### config.mk
export PLATFORM = sky130hd
export DESIGN_NAME = min_jerk_interpolator_core
export DESIGN_NICKNAME = d
export VERILOG_FILES = /design/src/mji_pkg.sv /design/src/min_jerk_interpolator_core.sv
export SDC_FILE = /design/constraint.sdc
export NUM_CORES = 2
export LEC_CHECK = 0
export BUFFER_PORTS_ARGS = -buffer_cell sky130_fd_sc_hd__buf_4
export CAP_MARGIN = 25
export CORE_MARGIN = 3
export CORE_UTILIZATION = 50
export CTS_CLUSTER_SIZE = 12
export DETAILED_ROUTE_END_ITERATION = 7
export MAX_ROUTING_LAYER = met4
export PLACE_DENSITY = 0.73
export SETUP_SLACK_MARGIN = 0.2
export SLEW_MARGIN = 20
export SYNTH_ARGS = -nofsm -noshare
export SYNTH_HDL_FRONTEND = slang
export SYNTH_SLANG_ARGS = --single-unit
### constraint.sdc
create_clock -name clk -period 19.5 [get_ports clk]
set_input_delay 5.85 -clock clk [delete_from_list [all_inputs] [get_ports clk]]
set_output_delay 5.85 -clock clk [all_outputs]
set_load 0.02 [all_outputs]
### src/mji_pkg.sv
// Shared widths and constants for the minimum-jerk interpolator.
package mji_pkg;

  localparam int POS_W   = 32;  // Q16.16 position
  localparam int DELTA_W = 33;  // end minus start, signed
  localparam int SPAN_W  = 7;   // span field
  localparam int IDX_W   = 6;   // step_index field

  localparam int DEFAULT_MAX_SPAN = 64;

  // Blend arithmetic, sized for the widest span the 7-bit field can carry.
  localparam int N2_W   = 2 * SPAN_W;       // n*n, i*i, i*n
  localparam int N4_W   = 4 * SPAN_W;       // n^4
  localparam int DEN_W  = 5 * SPAN_W;       // n^5, and the numerator
  localparam int I3_W   = 3 * SPAN_W;       // i^3
  localparam int Q_W    = 18;               // 10n^2 - 15in + 6i^2
  localparam int QX_W   = Q_W + 2;          // headroom while forming q
  localparam int REM_W  = DEN_W + 1;        // divider remainder
  localparam int QUO_W  = 32;               // one integer bit and 31 fraction bits
  localparam int BLEND_W = 31;              // unsigned Q1.30, at most 1.0
  localparam int BLO_W  = 16;               // low slice of the blend
  localparam int BHI_W  = BLEND_W - BLO_W;  // high slice of the blend
  localparam int DIV_STEPS = QUO_W;
  localparam int DCNT_W = $clog2(DIV_STEPS);

  // Shared multiplier: signed operand A times unsigned operand B.
  localparam int MUL_A_W = DELTA_W + 1;
  localparam int MUL_B_W = I3_W + 1;
  localparam int PROD_W  = MUL_A_W + MUL_B_W + 1;
  localparam int ACC_W   = 64;
  localparam int FRAC_W  = 30;

  localparam logic [QUO_W-1:0] QUO_MAX = 32'h8000_0000;

endpackage

### src/min_jerk_interpolator_core.sv
// Minimum-jerk quintic interpolator: one shared multiplier and a bit-serial divider.
// Flow: span setup (n^2, n^4, n^5), then for each interior point 10 multiply,
// add and round steps, a 32-step restoring divide, and one handoff to the output.
// Throughput: one input transaction at a time; in_ready is high only when idle.
// The divider, one quotient bit a cycle, sets the per-point cost.
// Reset (rst, synchronous, active high) returns the sequencer to idle and drops out_valid.
module min_jerk_interpolator_core #(
  parameter int MAX_SPAN = mji_pkg::DEFAULT_MAX_SPAN
) (
  input  logic                              clk,
  input  logic                              rst,
  input  logic                              in_valid,
  output logic                              in_ready,
  input  logic signed [mji_pkg::POS_W-1:0]  start_position,
  input  logic signed [mji_pkg::POS_W-1:0]  end_position,
  input  logic        [mji_pkg::SPAN_W-1:0] span,
  output logic                              out_valid,
  input  logic                              out_ready,
  output logic signed [mji_pkg::POS_W-1:0]  position,
  output logic        [mji_pkg::IDX_W-1:0]  step_index,
  output logic                              last
);

  // Sequencer states. The span setup runs once per transaction with a span above
  // one; the point states loop once per interior point.
  localparam logic [3:0] S_IDLE = 4'd0;
  localparam logic [3:0] S_N2   = 4'd1;   // n*n
  localparam logic [3:0] S_N4   = 4'd2;   // n^2*n^2
  localparam logic [3:0] S_DEN  = 4'd3;   // n^4*n
  localparam logic [3:0] S_I2   = 4'd4;   // i*i, accumulator preset
  localparam logic [3:0] S_IN   = 4'd5;   // i*n
  localparam logic [3:0] S_I3   = 4'd6;   // i^2*i
  localparam logic [3:0] S_Q    = 4'd7;   // quadratic factor by shift-add
  localparam logic [3:0] S_NUM  = 4'd8;   // q*i^3
  localparam logic [3:0] S_DIV  = 4'd9;   // numerator / n^5, one bit a cycle
  localparam logic [3:0] S_RND  = 4'd10;  // round quotient to Q1.30
  localparam logic [3:0] S_MLO  = 4'd11;  // delta * low blend slice
  localparam logic [3:0] S_ALO  = 4'd12;
  localparam logic [3:0] S_MHI  = 4'd13;  // delta * high blend slice
  localparam logic [3:0] S_AHI  = 4'd14;
  localparam logic [3:0] S_OUT  = 4'd15;  // hand the point to the output register

  logic [3:0] state;
  logic [3:0] state_next;

  // Held span operands.
  logic signed [mji_pkg::POS_W-1:0]   held_start;
  logic signed [mji_pkg::DELTA_W-1:0] held_delta;
  logic [mji_pkg::SPAN_W-1:0]         held_span;
  logic [mji_pkg::SPAN_W-1:0]         step_counter;

  // Per-point working registers.
  logic [mji_pkg::N2_W-1:0]    n2;
  logic [mji_pkg::N4_W-1:0]    n4;
  logic [mji_pkg::DEN_W-1:0]   den;
  logic [mji_pkg::N2_W-1:0]    i2;
  logic [mji_pkg::N2_W-1:0]    i_n;
  logic [mji_pkg::I3_W-1:0]    i3;
  logic [mji_pkg::Q_W-1:0]     q;
  logic [mji_pkg::REM_W-1:0]   rem;
  logic [mji_pkg::QUO_W-1:0]   quo;
  logic [mji_pkg::DCNT_W-1:0]  div_cnt;
  logic [mji_pkg::BLEND_W-1:0] blend;
  logic signed [mji_pkg::PROD_W-1:0] prod;
  logic signed [mji_pkg::ACC_W-1:0]  acc;

  logic [mji_pkg::SPAN_W-1:0] span_eff;
  logic                        is_last;
  logic                        out_free;
  logic                        accept;

  // Shared multiplier.
  logic signed [mji_pkg::MUL_A_W-1:0] mul_a;
  logic        [mji_pkg::MUL_B_W-1:0] mul_b;
  logic signed [mji_pkg::PROD_W-1:0]  mul_p;

  // Quadratic factor, divider step and saturation.
  logic [mji_pkg::QX_W-1:0]    n2_x;
  logic [mji_pkg::QX_W-1:0]    i2_x;
  logic [mji_pkg::QX_W-1:0]    in_x;
  logic [mji_pkg::QX_W-1:0]    q_calc;
  logic [mji_pkg::REM_W:0]     div_diff;
  logic                        div_ge;
  logic [mji_pkg::REM_W-1:0]   rem_kept;
  logic [mji_pkg::QUO_W:0]     quo_rnd;
  logic signed [mji_pkg::POS_W-1:0] pos_sat;

  assign accept   = in_valid && in_ready;
  assign in_ready = (state == S_IDLE);
  assign out_free = !out_valid || out_ready;
  assign is_last  = ((step_counter + 1'b1) == held_span);

  // Spans beyond the configured maximum are clamped to it.
  always_comb begin
    if (int'(span) > MAX_SPAN) begin
      span_eff = mji_pkg::SPAN_W'(MAX_SPAN);
    end else begin
      span_eff = span;
    end
  end

  // Operand selection for the one multiplier.
  always_comb begin
    mul_a = '0;
    mul_b = '0;
    unique case (state)
      S_N2: begin
        mul_a = mji_pkg::MUL_A_W'(held_span);
        mul_b = mji_pkg::MUL_B_W'(held_span);
      end
      S_N4: begin
        mul_a = mji_pkg::MUL_A_W'(n2);
        mul_b = mji_pkg::MUL_B_W'(n2);
      end
      S_DEN: begin
        mul_a = mji_pkg::MUL_A_W'(n4);
        mul_b = mji_pkg::MUL_B_W'(held_span);
      end
      S_I2: begin
        mul_a = mji_pkg::MUL_A_W'(step_counter);
        mul_b = mji_pkg::MUL_B_W'(step_counter);
      end
      S_IN: begin
        mul_a = mji_pkg::MUL_A_W'(step_counter);
        mul_b = mji_pkg::MUL_B_W'(held_span);
      end
      S_I3: begin
        mul_a = mji_pkg::MUL_A_W'(i2);
        mul_b = mji_pkg::MUL_B_W'(step_counter);
      end
      S_NUM: begin
        mul_a = mji_pkg::MUL_A_W'(q);
        mul_b = mji_pkg::MUL_B_W'(i3);
      end
      S_MLO: begin
        mul_a = {held_delta[mji_pkg::DELTA_W-1], held_delta};
        mul_b = mji_pkg::MUL_B_W'(blend[mji_pkg::BLO_W-1:0]);
      end
      S_MHI: begin
        mul_a = {held_delta[mji_pkg::DELTA_W-1], held_delta};
        mul_b = mji_pkg::MUL_B_W'(blend[mji_pkg::BLEND_W-1:mji_pkg::BLO_W]);
      end
      default: begin
        mul_a = '0;
        mul_b = '0;
      end
    endcase
  end

  assign mul_p = mul_a * $signed({1'b0, mul_b});

  // q = 10n^2 + 6i^2 - 15in; the quadratic has no real root, so q stays positive.
  assign n2_x   = mji_pkg::QX_W'(n2);
  assign i2_x   = mji_pkg::QX_W'(i2);
  assign in_x   = mji_pkg::QX_W'(i_n);
  assign q_calc = (n2_x << 3) + (n2_x << 1) + (i2_x << 2) + (i2_x << 1)
                  - ((in_x << 4) - in_x);

  // Restoring divide: the kept remainder always stays below the denominator.
  assign div_diff = {1'b0, rem} - {2'b0, den};
  assign div_ge   = !div_diff[mji_pkg::REM_W];
  assign rem_kept = div_ge ? div_diff[mji_pkg::REM_W-1:0] : rem;

  // Quotient carries one extra fraction bit; add one half and drop it.
  assign quo_rnd = {1'b0, quo} + 1'b1;

  // Saturate the Q16.16 result taken from the top of the accumulator.
  always_comb begin
    if (acc[mji_pkg::ACC_W-1:mji_pkg::ACC_W-3] == 3'b000 ||
        acc[mji_pkg::ACC_W-1:mji_pkg::ACC_W-3] == 3'b111) begin
      pos_sat = acc[mji_pkg::FRAC_W+mji_pkg::POS_W-1:mji_pkg::FRAC_W];
    end else if (acc[mji_pkg::ACC_W-1]) begin
      pos_sat = {1'b1, {(mji_pkg::POS_W-1){1'b0}}};
    end else begin
      pos_sat = {1'b0, {(mji_pkg::POS_W-1){1'b1}}};
    end
  end

  // Next-state logic.
  always_comb begin
    state_next = state;
    unique case (state)
      S_IDLE: begin
        if (accept) begin
          state_next = (span_eff > mji_pkg::SPAN_W'(1)) ? S_N2 : S_IDLE;
        end
      end
      S_N2:  state_next = S_N4;
      S_N4:  state_next = S_DEN;
      S_DEN: state_next = S_I2;
      S_I2:  state_next = S_IN;
      S_IN:  state_next = S_I3;
      S_I3:  state_next = S_Q;
      S_Q:   state_next = S_NUM;
      S_NUM: state_next = S_DIV;
      S_DIV: begin
        if (div_cnt == mji_pkg::DCNT_W'(mji_pkg::DIV_STEPS - 1)) begin
          state_next = S_RND;
        end
      end
      S_RND: state_next = S_MLO;
      S_MLO: state_next = S_ALO;
      S_ALO: state_next = S_MHI;
      S_MHI: state_next = S_AHI;
      S_AHI: state_next = S_OUT;
      S_OUT: begin
        if (out_free) begin
          state_next = is_last ? S_IDLE : S_I2;
        end
      end
      default: state_next = S_IDLE;
    endcase
  end

  // Control registers.
  always_ff @(posedge clk) begin
    if (rst) begin
      state     <= S_IDLE;
      out_valid <= 1'b0;
      div_cnt   <= '0;
    end else begin
      state <= state_next;
      if (state == S_OUT && out_free) begin
        out_valid <= 1'b1;
      end else if (out_ready) begin
        out_valid <= 1'b0;
      end
      if (state == S_DIV) begin
        div_cnt <= div_cnt + 1'b1;
      end else begin
        div_cnt <= '0;
      end
    end
  end

  // Held operands and the step counter.
  always_ff @(posedge clk) begin
    if (rst) begin
      held_start   <= '0;
      held_delta   <= '0;
      held_span    <= '0;
      step_counter <= '0;
    end else begin
      if (accept) begin
        held_start   <= start_position;
        held_delta   <= mji_pkg::DELTA_W'(end_position) - mji_pkg::DELTA_W'(start_position);
        held_span    <= span_eff;
        step_counter <= mji_pkg::SPAN_W'(1);
      end else if (state == S_OUT && out_free && !is_last) begin
        step_counter <= step_counter + 1'b1;
      end
    end
  end

  // Datapath registers.
  always_ff @(posedge clk) begin
    case (state)
      S_N2:  n2  <= mul_p[mji_pkg::N2_W-1:0];
      S_N4:  n4  <= mul_p[mji_pkg::N4_W-1:0];
      S_DEN: den <= mul_p[mji_pkg::DEN_W-1:0];
      S_I2: begin
        i2  <= mul_p[mji_pkg::N2_W-1:0];
        // Start position in Q1.30 scale plus one half for round-to-nearest.
        acc <= {{2{held_start[mji_pkg::POS_W-1]}}, held_start, 1'b1,
                {(mji_pkg::FRAC_W-1){1'b0}}};
      end
      S_IN:  i_n <= mul_p[mji_pkg::N2_W-1:0];
      S_I3:  i3  <= mul_p[mji_pkg::I3_W-1:0];
      S_Q:   q   <= q_calc[mji_pkg::Q_W-1:0];
      S_NUM: begin
        rem <= {1'b0, mul_p[mji_pkg::DEN_W-1:0]};
        quo <= '0;
      end
      S_DIV: begin
        quo <= {quo[mji_pkg::QUO_W-2:0], div_ge};
        rem <= {rem_kept[mji_pkg::REM_W-2:0], 1'b0};
      end
      S_RND: blend <= quo_rnd[mji_pkg::BLEND_W:1];
      S_MLO: prod  <= mul_p;
      S_ALO: acc   <= acc + mji_pkg::ACC_W'(prod);
      S_MHI: prod  <= mul_p;
      S_AHI: acc   <= acc + {prod[mji_pkg::ACC_W-mji_pkg::BLO_W-1:0],
                             {mji_pkg::BLO_W{1'b0}}};
      default: begin
      end
    endcase
  end

  // Output register: loaded only when it is empty or its point is being taken.
  always_ff @(posedge clk) begin
    if (state == S_OUT && out_free) begin
      position   <= pos_sat;
      step_index <= step_counter[mji_pkg::IDX_W-1:0];
      last       <= is_last;
    end
  end

  // Once an item is taken the block stays busy for at least the setup.
  a_busy_after_accept: assert property (@(posedge clk) disable iff (rst)
    accept && span_eff > mji_pkg::SPAN_W'(1) |=> !in_ready)
    else $error("in_ready high right after accepting a multi-point span");

  // The blend never exceeds one, so the doubled quotient stays at or below 2^31.
  a_blend_bound: assert property (@(posedge clk) disable iff (rst)
    state == S_RND |-> quo <= mji_pkg::QUO_MAX)
    else $error("blend quotient above one");

  // A point is never handed over while the output register still holds one.
  a_no_overwrite: assert property (@(posedge clk) disable iff (rst)
    out_valid && !out_ready && state == S_OUT |=> state == S_OUT || !out_valid)
    else $error("sequencer left the output state while the result was stalled");

  // Interior points are numbered from one.
  a_index_nonzero: assert property (@(posedge clk) disable iff (rst)
    state == S_OUT |-> step_counter != '0)
    else $error("interior point with index zero");

endmodule

Word level (Yosys, flattened, before mapping)
Cells that the tools add are included.

operators by class
  add/subtract/negate cells = 12
  multiply operators = 1
  magnitude comparators = 2
  equality and inequality tests = 21
  muxes and demuxes = 19
  bitwise gates (word level) = 1
  reductions and logical operators = 21

operators with widths
  kind                                            number
  case mux 34 bit (7 select lines)                1
  case mux 64 bit (3 select lines)                1
  case mux 21 bit (6 select lines)                1
  case mux 36 bit (2 select lines)                1
  adder 64 x 57 -> 64 bit                         1
  adder 64 bit                                    1
  two-way mux 32 bit                              2
  case mux 32 bit (2 select lines)                1
  case mux 4 bit (16 select lines)                1
  multiplier 34 x 22 -> 56 bit                    1
  subtractor 36 x 35 -> 37 bit                    1
  two-way mux 35 bit                              1
  subtractor 32 x 32 -> 33 bit                    1
  adder 32 x 1 -> 32 bit (second input constant)  1
  == test 4 bit (second input constant)           8
  adder 17 x 15 -> 18 bit                         1
  adder 18 x 15 -> 18 bit                         1
  adder 18 x 16 -> 18 bit                         1
  subtractor 18 x 14 -> 18 bit                    1
  subtractor 18 bit                               1
  == test 4 x 3 -> 1 bit (second input constant)  4
  two-way mux 4 bit                               3
  OR reduction 2 bit                              5
  == test 4 x 2 -> 1 bit (second input constant)  2
  other kinds (23)                                35

word-level totals
  register bits after elaboration = 492
  bits of input ports = 75
  output and inout bits = 41
  word-level logic and storage cells = 100

Logic depth before layout (Yosys ltp)
  depth in word-level cells = 6
  gate-level depth with buffers = 35
  gate-level depth less buffers = 31

Least setup slack after synthesis
No wires, ideal clock.

  kind = flip-flop to flip-flop
  start point = reg state[0]
  end point = reg prod[53] (netlist name) (data pin)
  setup time = 260 ps
  arrival = 9414 ps
  required time = 19240 ps
  slack = 9826 ps
  stages on the path, launching flop included = 31
  path buffers = 4
  period minus slack after synthesis = 9674 ps
  cells stage by stage = dfxtp_1 clkbuf_1 nand2_1 o22ai_1 clkbuf_1 buf_1 a22oi_1 nor2_1 fa_1 inv_1 fa_1 fa_1 inv_1 fa_1 fa_1 fa_1 inv_1 fa_1 inv_1 ha_1 clkbuf_1 a21oi_1 o21bai_1 a21oi_1 o21bai_1 a221oi_1 nand3b_1 a311o_2 a41oi_2 o31ai_2 xnor2_1

between the ends
  longest elaborated chain between the ends = 4
  elaborated cells on any way between the ends = 16
  those cells by class = mul: 1; eq/ne: 9; mux: 2; reduce/logical: 4

RTL lines
  element                                                                                      RTL line                           RTL
  start, declared                                                                              min_jerk_interpolator_core.sv:43   logic [3:0] state;
  start signal, assigned                                                                       min_jerk_interpolator_core.sv:222  state <= state_next;
  == test 4 x 3 -> 1 bit, or another cell as far along                                         min_jerk_interpolator_core.sv:106  unique case (state)
  OR reduction 3 bit (no line) / OR reduction 2 bit (equally long branches)                    -
  case mux 21 bit (6 select lines) / case mux 34 bit (7 select lines) (equally long branches)  min_jerk_interpolator_core.sv:106
  multiplier 34 x 22 -> 56 bit *                                                               min_jerk_interpolator_core.sv:150  assign mul_p = mul_a * $signed({1'b0, mul_b});
  net mul_p, one bit                                                                           min_jerk_interpolator_core.sv:75   logic signed [mji_pkg::PROD_W-1:0] mul_p;
  end signal, assigned                                                                         min_jerk_interpolator_core.sv:279  S_MLO: prod <= mul_p;
  end signal, assigned                                                                         min_jerk_interpolator_core.sv:281  S_MHI: prod <= mul_p;
  end, declared                                                                                min_jerk_interpolator_core.sv:64   logic signed [mji_pkg::PROD_W-1:0] prod;

Mark *: on every way through the listed nets, which the timed path passes. The rest lies on a longest branch.
A chain may end at the register's enable or synchronous reset.

Final worst setup path
  start point = reg state[3]
  end point = reg prod[53] (netlist name) (data pin)

Same word-level chain as after synthesis.

==> flow_results.org <==
** Worst hold path
- Worst hold path type :: reg -> reg

** Die
- The floorplan step set the die height to 336 um.
- In this run the core area contains 120 standard-cell rows.
- In this run the count of I/O pins placed on the die edge is 116.
- Once the floorplan was initialized, standard cells occupied 50.6% of the core.
- The die covers 113000 um2.
- Core area :: 108000 um2
- From left edge to right edge, the die measures 336 um.

** Synthesis
- The commonest cells after synthesis are 913 x inv_1, 790 x nand2_1, 746 x fa_1.
- Counting every instance in the synthesized netlist gives 5818.
- Yosys mapped a number of flops with a built-in enable equal to 402.
- After synthesis, the netlist uses 88 different library cells.
- Top cell type's share of synthesized area :: 27.4%
- Counting flops and latches in the post-synthesis netlist gives 491.
- Arithmetic-cell share of the synthesized area counting full adders, half adders and majority gates :: 35.4%
- Largest area contributor in the netlist :: fa_1
- Ranked by total cell area, the synthesized netlist is headed by fa_1 27%, edfxtp_1 22%, ha_1 8.0%.
- Measured against the total synthesized area, the mux share comes to 0.184%.
- Summing every instance area after synthesis gives 54500 um2.
- Of all flip-flops after synthesis, the portion carrying an async set or reset was 0%.
- Area share of xor/xnor cells in the synthesized design :: 4.24%
- Basic-gate share of the synthesized area counting and, or, nand and nor cells :: 13.6%
- Summing the areas of all compound-gate instances in the mapped netlist gives 13.0% of the synthesized area.
- During synthesis, Yosys emitted a total of 0 warnings.
- Seq/Total Area, Yosys :: 25.4%
- Most used standard cell by instance count after synthesis :: inv_1
- Dominant combinational cell family by area after synthesis :: adder cells
- Among all flip-flop cells after synthesis, the most frequent one is edfxtp_1.
- Averaged over all synthesized cells, the footprint is 9.37 um2.

** GRT
- Remaining global-route overflow :: 0
- First-pass GRT wire length :: 264000 um
- Global-route usage over all layers :: 31.7%
- Pin count of the biggest net entering global routing :: 69
- The via count of the first global-routing pass is 43694.
- The number of antenna violations at the first check in global routing is 3.

** Clock tree
- Clk_lat worst skew :: 0.65 ns
- Number of buffers created by CTS :: 55
- Cts repair resizes :: 0
- Number of buffers between clock root and the deepest sink :: 3
- TritonCTS sink count :: 491
- TritonCTS built the clock tree.
- Post-CTS setup buffer count :: 0
- Hold repair after CTS inserted 0 buffers.
- Worst-path clk slew :: 0.07 ns
- Clock root buffer master :: clkbuf_16
- Depth of the CTS H-tree :: 2

** Job
- Max-capacitance violation count :: 0

** Finish
- The post-route netlist has 5.63% of its cells at a drive strength greater than 1.
- Area used by multi-input combinational logic :: 36700 um2
- After the last flow step, the layout net total stands at 7054.
- Registers take 13900 um2.
- Utilization after layout :: 54.8%
- The filler cells instantiated in the layout total 9618.
- Synth-to-layout area growth :: 8.24%

** Worst setup path
- STA classifies the critical path startpoint as a flop.
- In this run the worst path has a maximum fanout of 58.
- STA classifies the critical path endpoint as a flop.
- By startpoint and endpoint, the worst setup path is classified as reg -> reg.
- Arrival time worst endpoint :: 11.60 ns
- Required time at the endpoint of the critical path :: 19.88 ns

** Route
- Final Routed Wirelength :: 174000 um
- The first detailed-routing pass ran for 5 iterations.
- Starting DRC count in detailed routing :: 4354
- Dividing the detail-routed wire length by the instance count gives 23.7 um.
- Vias :: 43592
- The count of nets left with antenna violations once routing finished came out at 0.
- After detailed routing, the number of remaining DRC violations is 0.
- Detailed-route vias per instance :: 5.94

** Power
- The analysis attributes to net switching a power of 0.00147 W.
- The clock network burns 27.9% of the power.
- Dividing total power by cell area gives a power density of 66.2 nW/um2.
- The worst-case IR drop observed on VDD is 0.0000736 V.
- Sequential power share :: 32.6%
- Summed over all cells, the static leakage comes to 26.6 nW.
- Internal power summed over all cells :: 0.00244 W
- Power share of the combinational group :: 39.6%
- Net switching is 37.6% of the power.

** Timing
- Static timing analysis puts the maximum clock frequency at 0.0891 GHz.
- Setup repair after global routing left no endpoint under its margin.
- The max-slew violation count was 0.
- Slew of the pin with the lowest slew margin :: 1.10 ns
- Between clock sinks in the finished design, the worst skew comes to 0.0302 ns.
- Remaining max-slew budget at the tightest pin :: 26.4%
- Setup violations remaining at the end of the flow were counted as 0.
- Fin crit share :: 57.5%
- Count of final hold-check violations :: 0
- Summed over all failing endpoints, the final setup total negative slack is 0 ns.
- Final critical-path required period :: 11.22 ns

** Outcome
- The flow ran to the end, and the final reports show no timing, DRC or antenna violations.

** Placement
- Sum of net half-perimeters after detailed placement :: 136000 um
- In this run the tool buffered the top-level ports with 115 buffer cells.
- Final GP Congestion :: 0.980
[power groups by stage]
stage / logic, W / registers (W) / clock network, W
global placement: 0.00147 / 0.00129 / 0
finish: 0.00154 / 0.00127 / 0.00109
CTS: 0.00152 / 0.00127 / 0.00110
detailed placement: 0.00151 / 0.00129 / 0
global route: 0.00171 / 0.00127 / 0.00114
floorplan: 0.00108 / 0.00127 / 0
[worst max-delay path: stages, from the launching register on]
cell and delay (ns):
dfxtp_1 0.80, nand2b_1 0.40, o22ai_4 0.47, buf_4 0.55, buf_4 0.63, a22o_1 0.82
nand2_1 0.19, fa_1 0.60, inv_1 0.08, fa_1 0.51, inv_1 0.05, fa_1 0.47
inv_1 0.05, fa_1 0.48, fa_1 0.57, fa_1 0.45, fa_1 0.48, ha_1 0.45
nand4_2 0.22, nor3_2 0.26, inv_1 0.05, or4_1 0.61, a311oi_1 0.60, nand3b_1 0.25
a311o_2 0.23, a41oi_2 0.16, o31ai_2 0.29, xnor2_1 0.09
[stage by stage]
stage                     instance area (um2)  cells  worst slack, ns  hold WS (ns)  total power [W]
final                                   59000   7336             8.28         0.461          0.00390
after global routing                    59000   7335             7.98         0.474          0.00412
after CTS                               59000   7332             8.51         0.460          0.00389
after detailed placement                57100   7230             8.57         0.451          0.00280
after global placement                  57100   7227             8.72         0.444          0.00276
after floorplan                         54800   5897             9.83         0.406          0.00235
[final timing paths]
kind | end | from | cells past startpoint | slack [ns]
max | prod[53]$_DFFE_PN_ | state[3]$_SDFFE_PP0P_ | 27 | 8.28
min | held_start[24]$_SDFFE_PP0P_ | held_start[24]$_SDFFE_PP0P_ | 2 | 0.46
max reg2reg | prod[53]$_DFFE_PN_ | state[3]$_SDFFE_PP0P_ | 27 | 8.28
min reg2reg | held_start[24]$_SDFFE_PP0P_ | held_start[24]$_SDFFE_PP0P_ | 2 | 0.46
[final cells by class]
cell class | count | area share [%]
Antenna cell | 3 | 0.0127
Clock buffer | 78 | 2.60
Clock inverter | 24 | 0.545
Inverter | 913 | 5.81
Multi-Input combinational cell | 4236 | 62.2
Sequential cell | 491 | 23.5
Tap cell | 1403 | 2.97
Timing Repair Buffer | 188 | 2.40
[metal layers]
layer / wire, um / up-vias / share of wire (%) / global-route usage, %
met2: 77700 / 2227 / 45 / 48.1
met5: 0 / - / 0 / -
met1: 72700 / 21761 / 42 / 43.7
met3: 17600 / 350 / 10 / 5.72
li1: - / 19254 / - / -
met4: 6080 / 0 / 3.5 / 9.58
[flip-flops by register name (all words and copies together) (netlist names), 21 cells and up]
name and count:
blend 31, acc 64, n4 28, prod 56
rem 36, held_start 32, den 35, held_delta 33
i3 21, position 32, quo 32
[layout by cell type (no fill, tap or decap), types with 9 or more instances in the layout]
master	Yosys	layout
o21a_1	29	29
o21bai_1	45	45
mux2i_1	10	10
edfxtp_1	402	402
ha_1	348	348
clkbuf_16	0	56
a22oi_1	75	75
o31a_1	14	14
conb_1	2	81
or2_2	12	12
a31oi_1	33	33
a211oi_1	38	34
fa_1	746	746
or3_1	13	13
clkbuf_1	230	17
a22o_1	15	14
and3_1	82	81
a21o_1	120	120
buf_4	2	186
a221oi_1	11	11
xor2_1	95	94
xnor2_1	169	168
nand2_1	790	787
nand3b_1	11	11
o221ai_1	9	9
a211o_1	14	14
nand3_1	78	78
o22ai_1	15	14
a21oi_1	344	344
nor2_1	447	441
dfxtp_1	89	89
o211ai_1	26	26
nand2b_1	26	26
nor2b_1	30	28
o21ai_0	179	178
nand4_1	69	69
o31ai_1	14	14
nor3_1	51	48
and2_1	51	51
inv_1	913	913
[cells by family (layout without fill, tap and decap cells)]
group / after synthesis / count (layout)
AOI/OAI and AO/OA: 1089 / 1089
xor gates and xnor gates: 264 / 264
adders and majority gates: 1094 / 1094
buffers and inverters: 1170 / 1203
DFF: 491 / 491
muxes: 10 / 10
other: 2 / 84
and+or+nand+nor: 1698 / 1698
(Power assumes the default switching activity.)
